--- src/rtl/core/dals_pkg.sv ---
// ----------------------------------------------------------------------------
// Data abort decoder package
// Beat layouts, status codes and instruction patterns of the decoder.
// ----------------------------------------------------------------------------
package dals_pkg;

  localparam int unsigned InTdataW  = 192;
  localparam int unsigned OutTdataW = 160;

  // Result status
  typedef enum logic [1:0] {
    ST_OK         = 2'd0,
    ST_NOT_EMUL   = 2'd1,
    ST_UNSUP      = 2'd2,
    ST_FETCH_FAIL = 2'd3
  } status_e;

  // Opcode patterns of the write-back load/store forms
  localparam logic [31:0] PatMask       = 32'h3FE0_0C00;
  localparam logic [31:0] PatLdrPost    = 32'h3840_0400;
  localparam logic [31:0] PatLdrsPost   = 32'h3880_0400;
  localparam logic [31:0] PatLdrsPostW  = 32'h38C0_0400;
  localparam logic [31:0] PatLdrWb      = 32'h3840_0C00;
  localparam logic [31:0] PatLdrsWb     = 32'h3880_0C00;
  localparam logic [31:0] PatLdrsWbW    = 32'h38C0_0C00;
  localparam logic [31:0] PatStrPost    = 32'h3800_0400;
  localparam logic [31:0] PatStrWb      = 32'h3800_0C00;

  // Access flag fault status codes
  localparam logic [5:0] DfscAfLo = 6'd9;
  localparam logic [5:0] DfscAfHi = 6'd11;

  // Input beat, first field in the lowest bits
  typedef struct packed {
    logic [4:0]  pad;
    logic        guest_aarch64;
    logic        pc_fetch_ok;
    logic [31:0] insn_word;
    logic [63:0] fault_page;
    logic [63:0] fault_va;
    logic [24:0] syndrome;
  } in_beat_t;

  // Result beat, first field in the lowest bits; offset is two's complement
  typedef struct packed {
    logic [3:0]  pad;
    logic [63:0] ipa_out;
    logic [63:0] va_out;
    logic        write_back;
    logic        post_index;
    logic        narrow_dest;
    logic        sign_extend;
    logic [8:0]  offset;
    logic [4:0]  base_reg;
    logic [4:0]  data_reg;
    logic [1:0]  size_log2;
    logic        is_store;
    status_e     status;
  } out_beat_t;

endpackage

--- src/rtl/core/data_abort_load_store_decoder_core.sv ---
// ----------------------------------------------------------------------------
// Data abort load/store decoder core
// Path: an accepted input beat goes into the input register, is decoded, and
//   its result beat is captured in the result register.
// Throughput: one beat per cycle while m_axis_tready_i does not stall; set by
//   the single decode stage between the input register and the result register.
// Reset: rst_ni clears both valid flags asynchronously; payload is not reset.
// ----------------------------------------------------------------------------
module data_abort_load_store_decoder_core (
  input  logic                          clk_i,
  input  logic                          rst_ni,
  // syndrome[24:0] fault_va[88:25] fault_page[152:89] insn_word[184:153]
  // pc_fetch_ok[185] guest_aarch64[186] zero[191:187]
  input  logic [dals_pkg::InTdataW-1:0]  s_axis_tdata_i,
  input  logic                          s_axis_tvalid_i,
  output logic                          s_axis_tready_o,
  // status[1:0] is_store[2] size_log2[4:3] data_reg[9:5] base_reg[14:10]
  // offset[23:15] sign_extend[24] narrow_dest[25] post_index[26]
  // write_back[27] va_out[91:28] ipa_out[155:92] zero[159:156]
  output logic [dals_pkg::OutTdataW-1:0] m_axis_tdata_o,
  output logic                          m_axis_tvalid_o,
  input  logic                          m_axis_tready_i
);

  dals_pkg::in_beat_t  in_q;
  logic                in_vld_q;
  dals_pkg::out_beat_t res_d, res_q;
  logic                res_vld_q;

  logic adv_res;
  logic adv_in;

  // Advance the result register when it is empty or being drained; the input
  // register moves whenever it can hand its beat on.
  assign adv_res         = !res_vld_q || m_axis_tready_i;
  assign adv_in          = !in_vld_q || adv_res;
  assign s_axis_tready_o = adv_in;

  always_ff @(posedge clk_i or negedge rst_ni) begin
    if (!rst_ni) begin
      in_vld_q  <= 1'b0;
      res_vld_q <= 1'b0;
    end else begin
      if (adv_in) begin
        in_vld_q <= s_axis_tvalid_i;
      end
      if (adv_res) begin
        res_vld_q <= in_vld_q;
      end
    end
  end

  always_ff @(posedge clk_i) begin
    if (adv_in && s_axis_tvalid_i) begin
      in_q <= dals_pkg::in_beat_t'(s_axis_tdata_i);
    end
    if (adv_res && in_vld_q) begin
      res_q <= res_d;
    end
  end

  // Syndrome fields
  logic       isv, sse, sf, wnr;
  logic [1:0] sas;
  logic [4:0] srt;
  logic [5:0] dfsc;
  logic       emulatable;

  assign isv  = in_q.syndrome[24];
  assign sas  = in_q.syndrome[23:22];
  assign sse  = in_q.syndrome[21];
  assign srt  = in_q.syndrome[20:16];
  assign sf   = in_q.syndrome[15];
  assign wnr  = in_q.syndrome[6];
  assign dfsc = in_q.syndrome[5:0];

  // Only a clean access flag fault (no EA, CM or S1PTW) can be emulated.
  assign emulatable = (in_q.syndrome[9:7] == 3'b000) &&
                      (dfsc >= dals_pkg::DfscAfLo) && (dfsc <= dals_pkg::DfscAfHi);

  // Instruction pattern match
  logic [31:0] pat;
  logic [1:0]  isz;
  logic        hit, m_sign, m_narrow, m_post, m_wb;

  assign pat = in_q.insn_word & dals_pkg::PatMask;
  assign isz = in_q.insn_word[31:30];

  always_comb begin
    hit      = 1'b0;
    m_sign   = 1'b0;
    m_narrow = 1'b0;
    m_post   = 1'b0;
    m_wb     = 1'b0;
    if (!wnr) begin
      unique case (pat)
        dals_pkg::PatLdrPost:   begin hit = 1'b1; m_post = 1'b1; end
        dals_pkg::PatLdrsPost:  begin hit = 1'b1; m_sign = 1'b1; m_post = 1'b1; end
        dals_pkg::PatLdrsPostW: begin
          hit = 1'b1; m_sign = 1'b1; m_narrow = 1'b1; m_post = 1'b1;
        end
        dals_pkg::PatLdrWb:     begin hit = 1'b1; m_wb = 1'b1; end
        dals_pkg::PatLdrsWb:    begin hit = 1'b1; m_sign = 1'b1; m_wb = 1'b1; end
        dals_pkg::PatLdrsWbW:   begin
          hit = 1'b1; m_sign = 1'b1; m_narrow = 1'b1; m_wb = 1'b1;
        end
        default: ;
      endcase
      // Drop the unallocated sign-extending sizes.
      if (m_sign && ((isz == 2'd3) || (m_narrow && (isz == 2'd2)))) begin
        hit = 1'b0;
      end
    end else begin
      unique case (pat)
        dals_pkg::PatStrPost: begin hit = 1'b1; m_post = 1'b1; end
        dals_pkg::PatStrWb:   begin hit = 1'b1; m_wb = 1'b1; end
        default: ;
      endcase
    end
  end

  // Result assembly
  always_comb begin
    res_d        = '0;
    res_d.status = dals_pkg::ST_OK;
    if (!emulatable) begin
      res_d.status = dals_pkg::ST_NOT_EMUL;
    end else begin
      res_d.va_out  = in_q.fault_va;
      res_d.ipa_out = {in_q.fault_page[55:0], 8'h00} | {52'd0, in_q.fault_va[11:0]};
      if (isv) begin
        res_d.is_store    = wnr;
        res_d.size_log2   = sas;
        res_d.data_reg    = srt;
        res_d.sign_extend = sse;
        res_d.narrow_dest = !sf;
      end else if (!in_q.pc_fetch_ok) begin
        res_d.status = dals_pkg::ST_FETCH_FAIL;
      end else if (!in_q.guest_aarch64 || !hit) begin
        res_d.status = dals_pkg::ST_UNSUP;
      end else begin
        res_d.is_store    = wnr;
        res_d.size_log2   = isz;
        res_d.data_reg    = in_q.insn_word[4:0];
        res_d.base_reg    = in_q.insn_word[9:5];
        res_d.offset      = in_q.insn_word[20:12];
        res_d.sign_extend = m_sign;
        res_d.narrow_dest = m_narrow;
        res_d.post_index  = m_post;
        res_d.write_back  = m_wb;
      end
    end
  end

  assign m_axis_tdata_o  = res_q;
  assign m_axis_tvalid_o = res_vld_q;

endmodule

--- config.mk ---
export PLATFORM = sky130hd
export DESIGN_NAME = data_abort_load_store_decoder_core
export DESIGN_NICKNAME = d
export VERILOG_FILES = /design/src/rtl/core/dals_pkg.sv /design/src/rtl/core/data_abort_load_store_decoder_core.sv
export SDC_FILE = /design/constraint.sdc
export NUM_CORES = 1
export LEC_CHECK = 0
export BUFFER_PORTS_ARGS = -buffer_cell sky130_fd_sc_hd__buf_2
export CAP_MARGIN = 30
export CORE_ASPECT_RATIO = 0.5
export CORE_MARGIN = 2
export CORE_UTILIZATION = 25
export DETAILED_ROUTE_END_ITERATION = 12
export GPL_ROUTABILITY_DRIVEN = 0
export PLACE_DENSITY = 0.49
export SETUP_SLACK_MARGIN = 0.02
export SYNTH_ARGS = -nofsm -noshare
export SYNTH_HDL_FRONTEND = slang
export SYNTH_SLANG_ARGS = --single-unit
--- constraint.sdc ---
create_clock -name clk_i -period 4.98 [get_ports clk_i]
set_clock_uncertainty 0.2 [all_clocks]
set_input_delay 0.747 -clock clk_i [delete_from_list [all_inputs] [get_ports clk_i]]
set_output_delay 0.747 -clock clk_i [all_outputs]
set_load 0.02 [all_outputs]
==> results of run 1 <==
==> cell usage after synthesis, types with 3 or more instances <==
cell | number | area share [%]
a21oi_1 | 9 | 0.40
and2_1 | 132 | 7.4
buf_4 | 13 | 0.88
clkbuf_1 | 15 | 0.51
edfxtp_1 | 322 | 87
nand2_1 | 11 | 0.37
nand2b_1 | 3 | 0.17
nor2_1 | 10 | 0.34
o2111ai_1 | 7 | 0.55
==> sequential cells by signal, indices dropped and copies added, names as in the netlist <==
name / count
dfsc: 6
m_axis_tvalid_o: 1
in_vld_q: 1
m_axis_tdata_o: 148
in_q: 168
==> worst paths after layout <==
path / depth (start not counted) / slack [ps] / start / endpoint
hold / removal: 1 / 210 / s_axis_tdata_i[22] / in_q[22]
hold reg to reg: 1 / 310 / in_q[59] / m_axis_tdata_o[62]
min in group asynchronous: 2 / 350 / rst_ni / in_vld_q
max in group asynchronous: 2 / 4130 / rst_ni / m_axis_tvalid_o
setup / recovery: 5 / 2190 / in_q[8] / m_axis_tdata_o[25]
setup reg to reg: 5 / 2190 / in_q[8] / m_axis_tdata_o[25]
==> worst reg2reg max path: stages (launching register included) <==
cell and delay, ps:
edfxtp_1 360, nor4b_1 530, o211a_4 590, buf_4 620, nand3_1 170, o32ai_1 130
==> kinds of logic (layout without fill, tap and decap cells) <==
logic type,after synthesis,in the layout,synth area share [%]
other cells,1,13,0.0337
buf+inv,32,403,1.61
flops,324,324,87.3
simple gates,172,172,9.36
compound gates,23,23,1.63
xor+xnor,1,1,0.0787
==> power by group through the flow <==
stage / combinational [mW] / sequential, mW / clock [mW]
final: 0.379 / 3.23 / 2.51
after global routing: 0.403 / 3.25 / 2.70
after CTS: 0.389 / 3.24 / 2.58
after detailed placement: 0.387 / 3.29 / 0
after global placement: 0.380 / 3.29 / 0
after floorplan: 0.0964 / 3.39 / 0
==> cell type report <==
class / instances / area share (%)
sequential: 324 / 66.6
timing repair buffer: 340 / 11.9
multi-input combinational: 200 / 8.64
clock buffer: 45 / 6.62
tap: 588 / 5.04
clock inverter: 17 / 0.961
antenna: 9 / 0.154
inverter: 1 / 0.0257
==> layer usage <==
layer | GRT usage (%) | vias to the layer above | wire length, um
met4 | 5.79 | 0 | 839
met2 | 23.3 | 85 | 16700
met3 | 1.98 | 53 | 636
met5 | 0 | - | 0
li1 | - | 2758 | -
met1 | 10.8 | 3042 | 9000
==> metrics.txt, run 1 <==
status finished, final reports clean; pin count of the biggest net entering global routing 175; synth warn 0; Final Non-Filler Cells 1,524; Post-Route Setup TNS 0 ps; Int Power 4.78 mW; Hold Buf Count CTS 1; pre-CTS setup slack 2090 ps; Avg Cell Area, Syn 20.1 um^2; drt wl/cell 17.8 um; Final Cycle Share 56.0%; Synth Register Bits 324; # clock sinks 324; Critical Path Max Stage Delay 590 ps; cts bufs inserted 34; DIE AREA 0.0463 mm^2; # IOs 358; starting density of the core 25.4%; Leakage 5.67 nW; Sw Ratio 21.9%; Final Critical Period 2790 ps; cell family with most CP delay compound AO/OA/AOI/OAI gates; element type at the critical path end flip-flop; fin area 0.0146 mm^2; TritonCTS clock tree done; Worst Path Arrival 2910 ps; placed cell area 0.0135 mm^2; Max-Cap Viols 0; Pre-antenna DRT Iters 6; drt first-iter violations 350; routed vias 5,938; All-Layer GR Usage 11.4%; RSZ-0062 raised after global routing false; CP max FO 69; final hold viol count 0; Pwr per Cell Area 420 mW/mm^2; layout cells sized above 1 42.7%; Port Buffer Count 335; Max Clk Rate 0.359 GHz; part of the power in registers 52.8%; asr flop ratio synth 0.617%; H-tree levels 2; WP buf/inv 1; top_reg_cell synth edfxtp_1; CP cell instances nor4b_1 > o211a_4 > buf_4 > nand3_1 > o32ai_1; initial antenna violation count 9; Setup Buffers After CTS 0; Layout fillers 4,354; clk slew on worst S/H paths 70 ps; max-slew violation count 0; Die Ht 153 um; area grow syn2layout 31.0%; Max clock buf depth 3; first-pass GRT wire length 39,100 um; actual slew at the worst max-slew pin 989 ps; post-CTS sizing 0; worst setup margin 2190 ps; Setup-failing EPs final 0; Core Box Area 0.0438 mm^2; cell count after synthesis 553; Setup Crit Path Kind flip-flop to flip-flop; most frequent cells in the layout buf_2, edfxtp_1, and2_1, clkbuf_16, nand2_1; Die X 302 um; Total Power 6.12 mW; Rel. slew slack 34.0%; CP max-delay cell o211a_4; DRC viols 0; Critical Path RT 5100 ps; number of synthesized flops with an enable pin 322; Finished Core Util 33.3%; vias per cell 3.90; clk root buf clkbuf_16; register area 0.00972 mm^2; Peak VDD IR 0.000180 V; HPWL Detailed 18,800 um; worst skew pair latency 510 ps; row count 54; area occupied by multi-input gates 0.00126 mm^2; synth unique cells 35; mapped cell area 0.0111 mm^2; final antenna-violating net count 0; worst hold path type input pin to flip-flop; vias in the first global route 6,293; # nets final 1,097; Clock power frac 41.0%; final wirelength 27,200 um; Gate power share 6.2%; smallest hold slack 209 ps; Net Switching 1.34 mW; most common cell after layout, fill and taps aside buf_2; sequential area share after synthesis 87.3%; Cell Count Post-Placement 1,452; CP Launch Type flip-flop; Remaining Overflow, GRT 0
Note: power is estimated with default switching activity, not from simulation.
==> inputs of run 2 (changes only) <==
--- a/config.mk
+++ b/config.mk
@@ -5,6 +5,7 @@
 export SDC_FILE = /design/constraint.sdc
 export NUM_CORES = 1
 export LEC_CHECK = 0
+export ABC_AREA = 1
 export BUFFER_PORTS_ARGS = -buffer_cell sky130_fd_sc_hd__buf_2
 export CAP_MARGIN = 30
 export CORE_ASPECT_RATIO = 0.5
@@ -12,7 +13,7 @@
 export CORE_UTILIZATION = 25
 export DETAILED_ROUTE_END_ITERATION = 12
 export GPL_ROUTABILITY_DRIVEN = 0
-export PLACE_DENSITY = 0.49
+export PLACE_DENSITY = 0.48
 export SETUP_SLACK_MARGIN = 0.02
 export SYNTH_ARGS = -nofsm -noshare
 export SYNTH_HDL_FRONTEND = slang
==> constraint.sdc (replaced) <==
create_clock -name clk_i -period 2.2 [get_ports clk_i]
set_clock_uncertainty 0.2 [all_clocks]
set_input_delay 0.33 -clock clk_i [delete_from_list [all_inputs] [get_ports clk_i]]
set_output_delay 0.33 -clock clk_i [all_outputs]
set_load 0.02 [all_outputs]
==> run 2 against run 1 <==
Register-to-register slack got worse by 2000 ps. Final area up 16%. Sequential share of layout area is 9.3 points lower. Synthesized cell count increased by 34%. Non-clock buffer count grew 197. Clock power up 120%. Worst setup slack worse by 2000 ps. Power is 140% higher. Die area up 2.9%. Synthesized area increased by 3.0%. Critical path depth unchanged. Final cell count grew 25%.
==> metrics.txt, run 2 <==
Final Cycle Share 90.1%; FF-to-FF End m_axis_tdata_o[1]; fin area 0.0170 mm^2; GR met1 Demand/Resource 10.6%; top cells by area, synth edfxtp_1, inv_1, nor2_1; area share of the largest cell type after synthesis 84.3%; Critical Path RT 1670 ps; M2 GR Usage 24.5%; count leader, synth edfxtp_1; worst setup margin 217 ps; most frequent cells in the layout buf_2, edfxtp_1, dlygate4sd3_1, inv_1, nor2_1; cts bufs inserted 34; H-tree levels 2; CP max FO 3; DIE AREA 0.0477 mm^2; Max-Cap Viols 0; r2r worst-path depth 12; Post-Route Setup TNS 0 ps; Final Critical Period 1980 ps; first-pass GRT wire length 42,500 um; synth warn 0; # IOs 358; All-Layer GR Usage 11.7%; combinational family with the most area after synthesis simple AND/OR/NAND/NOR gates; top_reg_cell synth edfxtp_1; most common cell after layout, fill and taps aside buf_2; Leakage 7.30 nW; Hold Crit Depth 2; Synth Register Bits 324; mapped cell area 0.0115 mm^2; clk slew on worst S/H paths 60 ps; Max Clk Rate 0.504 GHz; clk root buf clkbuf_16; status finished, final reports clean; Remaining Overflow, GRT 0; Port Buffer Count 335; multiplexer area fraction after synthesis 0%; starting density of the core 25.4%; CP Launch Type input pin; HPWL Detailed 20,000 um; initial antenna violation count 1; Die X 307 um; GR peak layer met2; final wirelength 28,600 um; row count 55; DRC viols 0; HP Start s_axis_tdata_i[176]; synth unique cells 23; Avg Cell Area, Syn 15.4 um^2; element type at the critical path end output port; cell count after synthesis 743; Synth Area in Simple Gates 8.29%; number of synthesized flops with an enable pin 322; smallest hold slack 318 ps; Setup Crit Path Kind input pin to output port; pre-CTS setup slack 175 ps; flop2flop setup slack 230 ps; GRT met3 Usage 2.04%; XOR/XNOR share of the synthesized area 0%; placed cell area 0.0141 mm^2; hold path endpoint in_q[176]; drt wl/cell 15.0 um; cell type with the largest total area after synthesis edfxtp_1; FF-to-FF Start in_q[177]; Pre-antenna DRT Iters 4; Die Ht 155 um; # clock sinks 324; sequential area share after synthesis 84.8%; area grow syn2layout 47.9%; asr flop ratio synth 0.617%; Top reg by flops in_q; Layout fillers 4,282; RSZ-0062 raised after global routing false; Rel. slew slack 61.1%; Peak VDD IR 0.000444 V; area occupied by multi-input gates 0.00105 mm^2; Worst Path Arrival 1450 ps; TritonCTS clock tree done; max-slew violation count 0; vias in the first global route 7,692; final hold viol count 0; pin count of the biggest net entering global routing 70; max reg flops 168; Setup-failing EPs final 0; Pwr per Cell Area 859 mW/mm^2; Max clock buf depth 3; adder-cell area share of the yosys netlist 0%; actual slew at the worst max-slew pin 584 ps; Compound-Gate Fraction of Synth Area 0.306%; drt first-iter violations 405; layout cells sized above 1 32.8%; Core Box Area 0.0452 mm^2; Post-synth top cells edfxtp_1, inv_1, nor2_1, nand2_1; final antenna-violating net count 0; register area 0.00972 mm^2; # nets final 1,485; routed vias 7,226; worst hold path type input pin to flip-flop; vias per cell 3.78; worst skew pair latency 520 ps
[run 2: changes by cell type in the layout (fill, tap and decap cells not counted), sizes merged, moves of 3 or more]
cell / change
nor2: +153
nand4: +9
inv: +153
nand2b: -3
a21oi: -4
nand2: +35
o2111ai: -7
buf: +19
clkbuf: -6
diode: -8
dlygate4sd3: +178
nand3: +4
and2: -133
[run 2: per-stage QoR]
step / std cells / power (mW) / utilization (%)
global placement: 1672 / 8.97 / 31.2
global route: 1910 / 15.2 / 37.5
detailed placement: 1672 / 9.01 / 31.2
CTS: 1909 / 14.8 / 37.5
finish: 1910 / 14.6 / 37.5
floorplan: 746 / 8.34 / -
[run 2: where the power goes]
part	internal (mW)	total [mW]	switching [mW]
combinational	0.636	1.61	0.977
sequential	7.37	7.50	0.132
clock	3.10	5.46	2.36
[run 2: worst max-delay path by stage]
| stage | from | end | slack [ps] | cells after the start |
|---|---|---|---|---|
| 2_1_floorplan | m_axis_tvalid_o | dfsc[0] | -1680 | 3 |
| 3_3_place_gp | in_q[179] | m_axis_tdata_o[26] | 200 | 10 |
| 3_5_place_dp | in_q[177] | m_axis_tdata_o[11] | 170 | 12 |
| 4_1_cts | in_q[8] | m_axis_tdata_o[139] | 150 | 6 |
| 5_1_grt | in_q[177] | m_axis_tdata_o[10] | 30 | 12 |
| 6_report | m_axis_tready_i | s_axis_tready_o | 220 | 5 |
[run 2: cell type report]
class                      instances  area share [%]
antenna                            1          0.0148
clock inverter                    19            1.03
clock buffer                      39            5.13
inverter                         153            3.42
tap                              598            4.41
multi-input combinational        239            6.20
timing repair buffer             537            22.5
sequential                       324            57.3
[run 2: layer usage]
metal | vias up | wire length [um]
met1 | 3502 | 9170
li1 | 3533 | -
met4 | 0 | 1200
met5 | - | 0
met3 | 67 | 840
met2 | 124 | 17400
[run 2: what timing repair did]
action	CTS	global route
setup endpoints to repair	0	17
resized for setup	0	4
hold buffers	179	0
hold endpoints to repair	178	0
setup buffers	0	0
[run 2: worst max-delay path, stage by stage]
cell and delay, ps:
dlygate4sd3_1 550, buf_2 120, inv_1 150, nand3_4 110, buf_2 180
[run 2: kinds of logic (layout without fill, tap and decap cells)]
group,after synthesis,in the layout
AO/OA/AOI/OAI,7,7
flip-flops,324,324
AND/OR/NAND/NOR,228,228
buffers and inverters,183,748
other,1,5
==> inputs of run 3 (changes only) <==
--- a/config.mk
+++ b/config.mk
@@ -5,7 +5,6 @@
 export SDC_FILE = /design/constraint.sdc
 export NUM_CORES = 1
 export LEC_CHECK = 0
-export ABC_AREA = 1
 export BUFFER_PORTS_ARGS = -buffer_cell sky130_fd_sc_hd__buf_2
 export CAP_MARGIN = 30
 export CORE_ASPECT_RATIO = 0.5
@@ -13,7 +12,7 @@
 export CORE_UTILIZATION = 25
 export DETAILED_ROUTE_END_ITERATION = 12
 export GPL_ROUTABILITY_DRIVEN = 0
-export PLACE_DENSITY = 0.48
+export PLACE_DENSITY = 0.49
 export SETUP_SLACK_MARGIN = 0.02
 export SYNTH_ARGS = -nofsm -noshare
 export SYNTH_HDL_FRONTEND = slang
==> run 3 against run 2 <==
Hold slack got worse by 47 ps. Clock power rose by 2%. Sequential share of layout area rose by 1.7 points. Sequential cell count did not move. Final cell count fell by 11%. Utilization rose by 0.13 points. Largest power group unchanged. Sequential power fell by 3%. Routed wire length fell by 3.7%.
==> metrics.txt, run 3 (synthesis results as in run 1) <==
status finished, final reports clean; drt first-iter violations 385; cts bufs inserted 31; Final Cycle Share 92.8%; Die X 302 um; CP max-delay cell or4b_1; pin count of the biggest net entering global routing 75; clk slew on worst S/H paths 60 ps; FF-to-FF Start in_q[177]; CP Launch Type flip-flop; Final Critical Period 2040 ps; Layout fillers 4,163; Core Box Area 0.0438 mm^2; Max-Cap Viols 0; # IOs 358; drt wl/cell 16.2 um; FF-to-FF End m_axis_tdata_o[19]; max-slew violation count 0; Cell Count Post-Placement 1,466; fin area 0.0165 mm^2; DIE AREA 0.0463 mm^2; Setup Crit Path Kind flip-flop to flip-flop; worst setup path end m_axis_tdata_o[19]; H-tree levels 1; starting density of the core 25.4%; Port Buffer Count 335; vias in the first global route 7,089; Pwr per Cell Area 851 mW/mm^2; Max Clk Rate 0.490 GHz; DRC viols 0; placed cell area 0.0136 mm^2; layout cells sized above 1 36.4%; vias per cell 3.87; element type at the critical path end flip-flop; Worst Path Arrival 2270 ps; Critical Path RT 2430 ps; Die Ht 153 um; # nets final 1,286; Hold Crit Depth 2; # clock sinks 324; Setup Buffers After CTS 0; Leakage 6.49 nW; Pre-antenna DRT Iters 6; row count 54; CP max FO 14; area grow syn2layout 48.0%; WP buf/inv 1; M1 wire length 8940 um; final antenna-violating net count 0; CP cell instances or4b_1 > nor3_4 > o2111a_2 > buf_12 > and2_1; Setup-failing EPs final 0; cell family with most CP delay simple AND/OR/NAND/NOR gates; Remaining Overflow, GRT 0; final hold viol count 0; WP depth 5; Top reg by flops in_q; Peak VDD IR 0.000507 V; critical path startpoint in_q[177]; worst skew pair latency 570 ps; Max clock buf depth 3; Ant. Diodes 0; clk root buf clkbuf_16; max reg flops 168; flop2flop setup slack 160 ps; initial antenna violation count 0; length of routed met2 wiring 16,900 um; worst hold path type input pin to flip-flop; Critical Path Max Stage Delay 600 ps; Final Non-Filler Cells 1,702; RSZ-0062 raised after global routing false; final wirelength 27,500 um; HPWL Detailed 19,100 um; All-Layer GR Usage 11.6%; top routing layer used met4; most common cell after layout, fill and taps aside buf_2; first-pass GRT wire length 41,200 um; most frequent cells in the layout buf_2, edfxtp_1, dlygate4sd3_1, and2_1, clkbuf_16; routed vias 6,586; r2r worst-path depth 5; TritonCTS clock tree done; met3 routed WL 823 um
[run 3: layout make-up]
cell class | instances | area [um^2] | area share [%]
multi-input cells | 200 | 1270 | 7.68
flip-flops and latches | 324 | 9720 | 59.0
clock inverters | 19 | 249 | 1.51
repair buffers | 532 | 3700 | 22.5
inverters | 1 | 3.75 | 0.0228
clock buffers | 38 | 802 | 4.87
well taps | 588 | 736 | 4.46
[run 3: worst min path at each step]
stage,startpoint,endpoint
after floorplan,rst_ni,in_vld_q
after global placement,rst_ni,in_vld_q
after detailed placement,rst_ni,in_vld_q
after CTS,s_axis_tdata_i[138],in_q[138]
after global routing,s_axis_tdata_i[138],in_q[138]
final,s_axis_tdata_i[53],in_q[53]
[run 3: power by group]
part	total [mW]	internal (mW)	switching (mW)	leakage, nW
logic	1.17	0.495	0.670	2.79
clock network	5.55	3.29	2.26	0.512
registers	7.31	7.22	0.0895	3.19
[run 3: what timing repair did]
item	in CTS	in global routing
resized for setup	0	1
setup endpoints to repair	0	16
hold endpoints to repair	178	0
hold buffers	179	0
[run 3: per-layer routing]
| layer | global-route usage [%] | vias to the layer above |
|---|---|---|
| met4 | 4.03 | 0 |
| met3 | 1.92 | 49 |
| li1 | - | 3121 |
| met1 | 10.8 | 3308 |
| met2 | 24.8 | 108 |
| met5 | 0 | - |
[run 3: through the flow]
stage	setup slack [ps]	setup TNS (ps)	hold slack (ps)	power, mW	util [%]
after CTS	63.4	0	237	14.2	37.6
after global routing	52.1	0	251	14.5	37.6
after global placement	74.1	0	-83.7	8.33	31.1
final	158	0	270	14.0	37.6
after floorplan	-434	-81750	-166	7.88	-
after detailed placement	83.4	0	-82.4	8.36	31.1
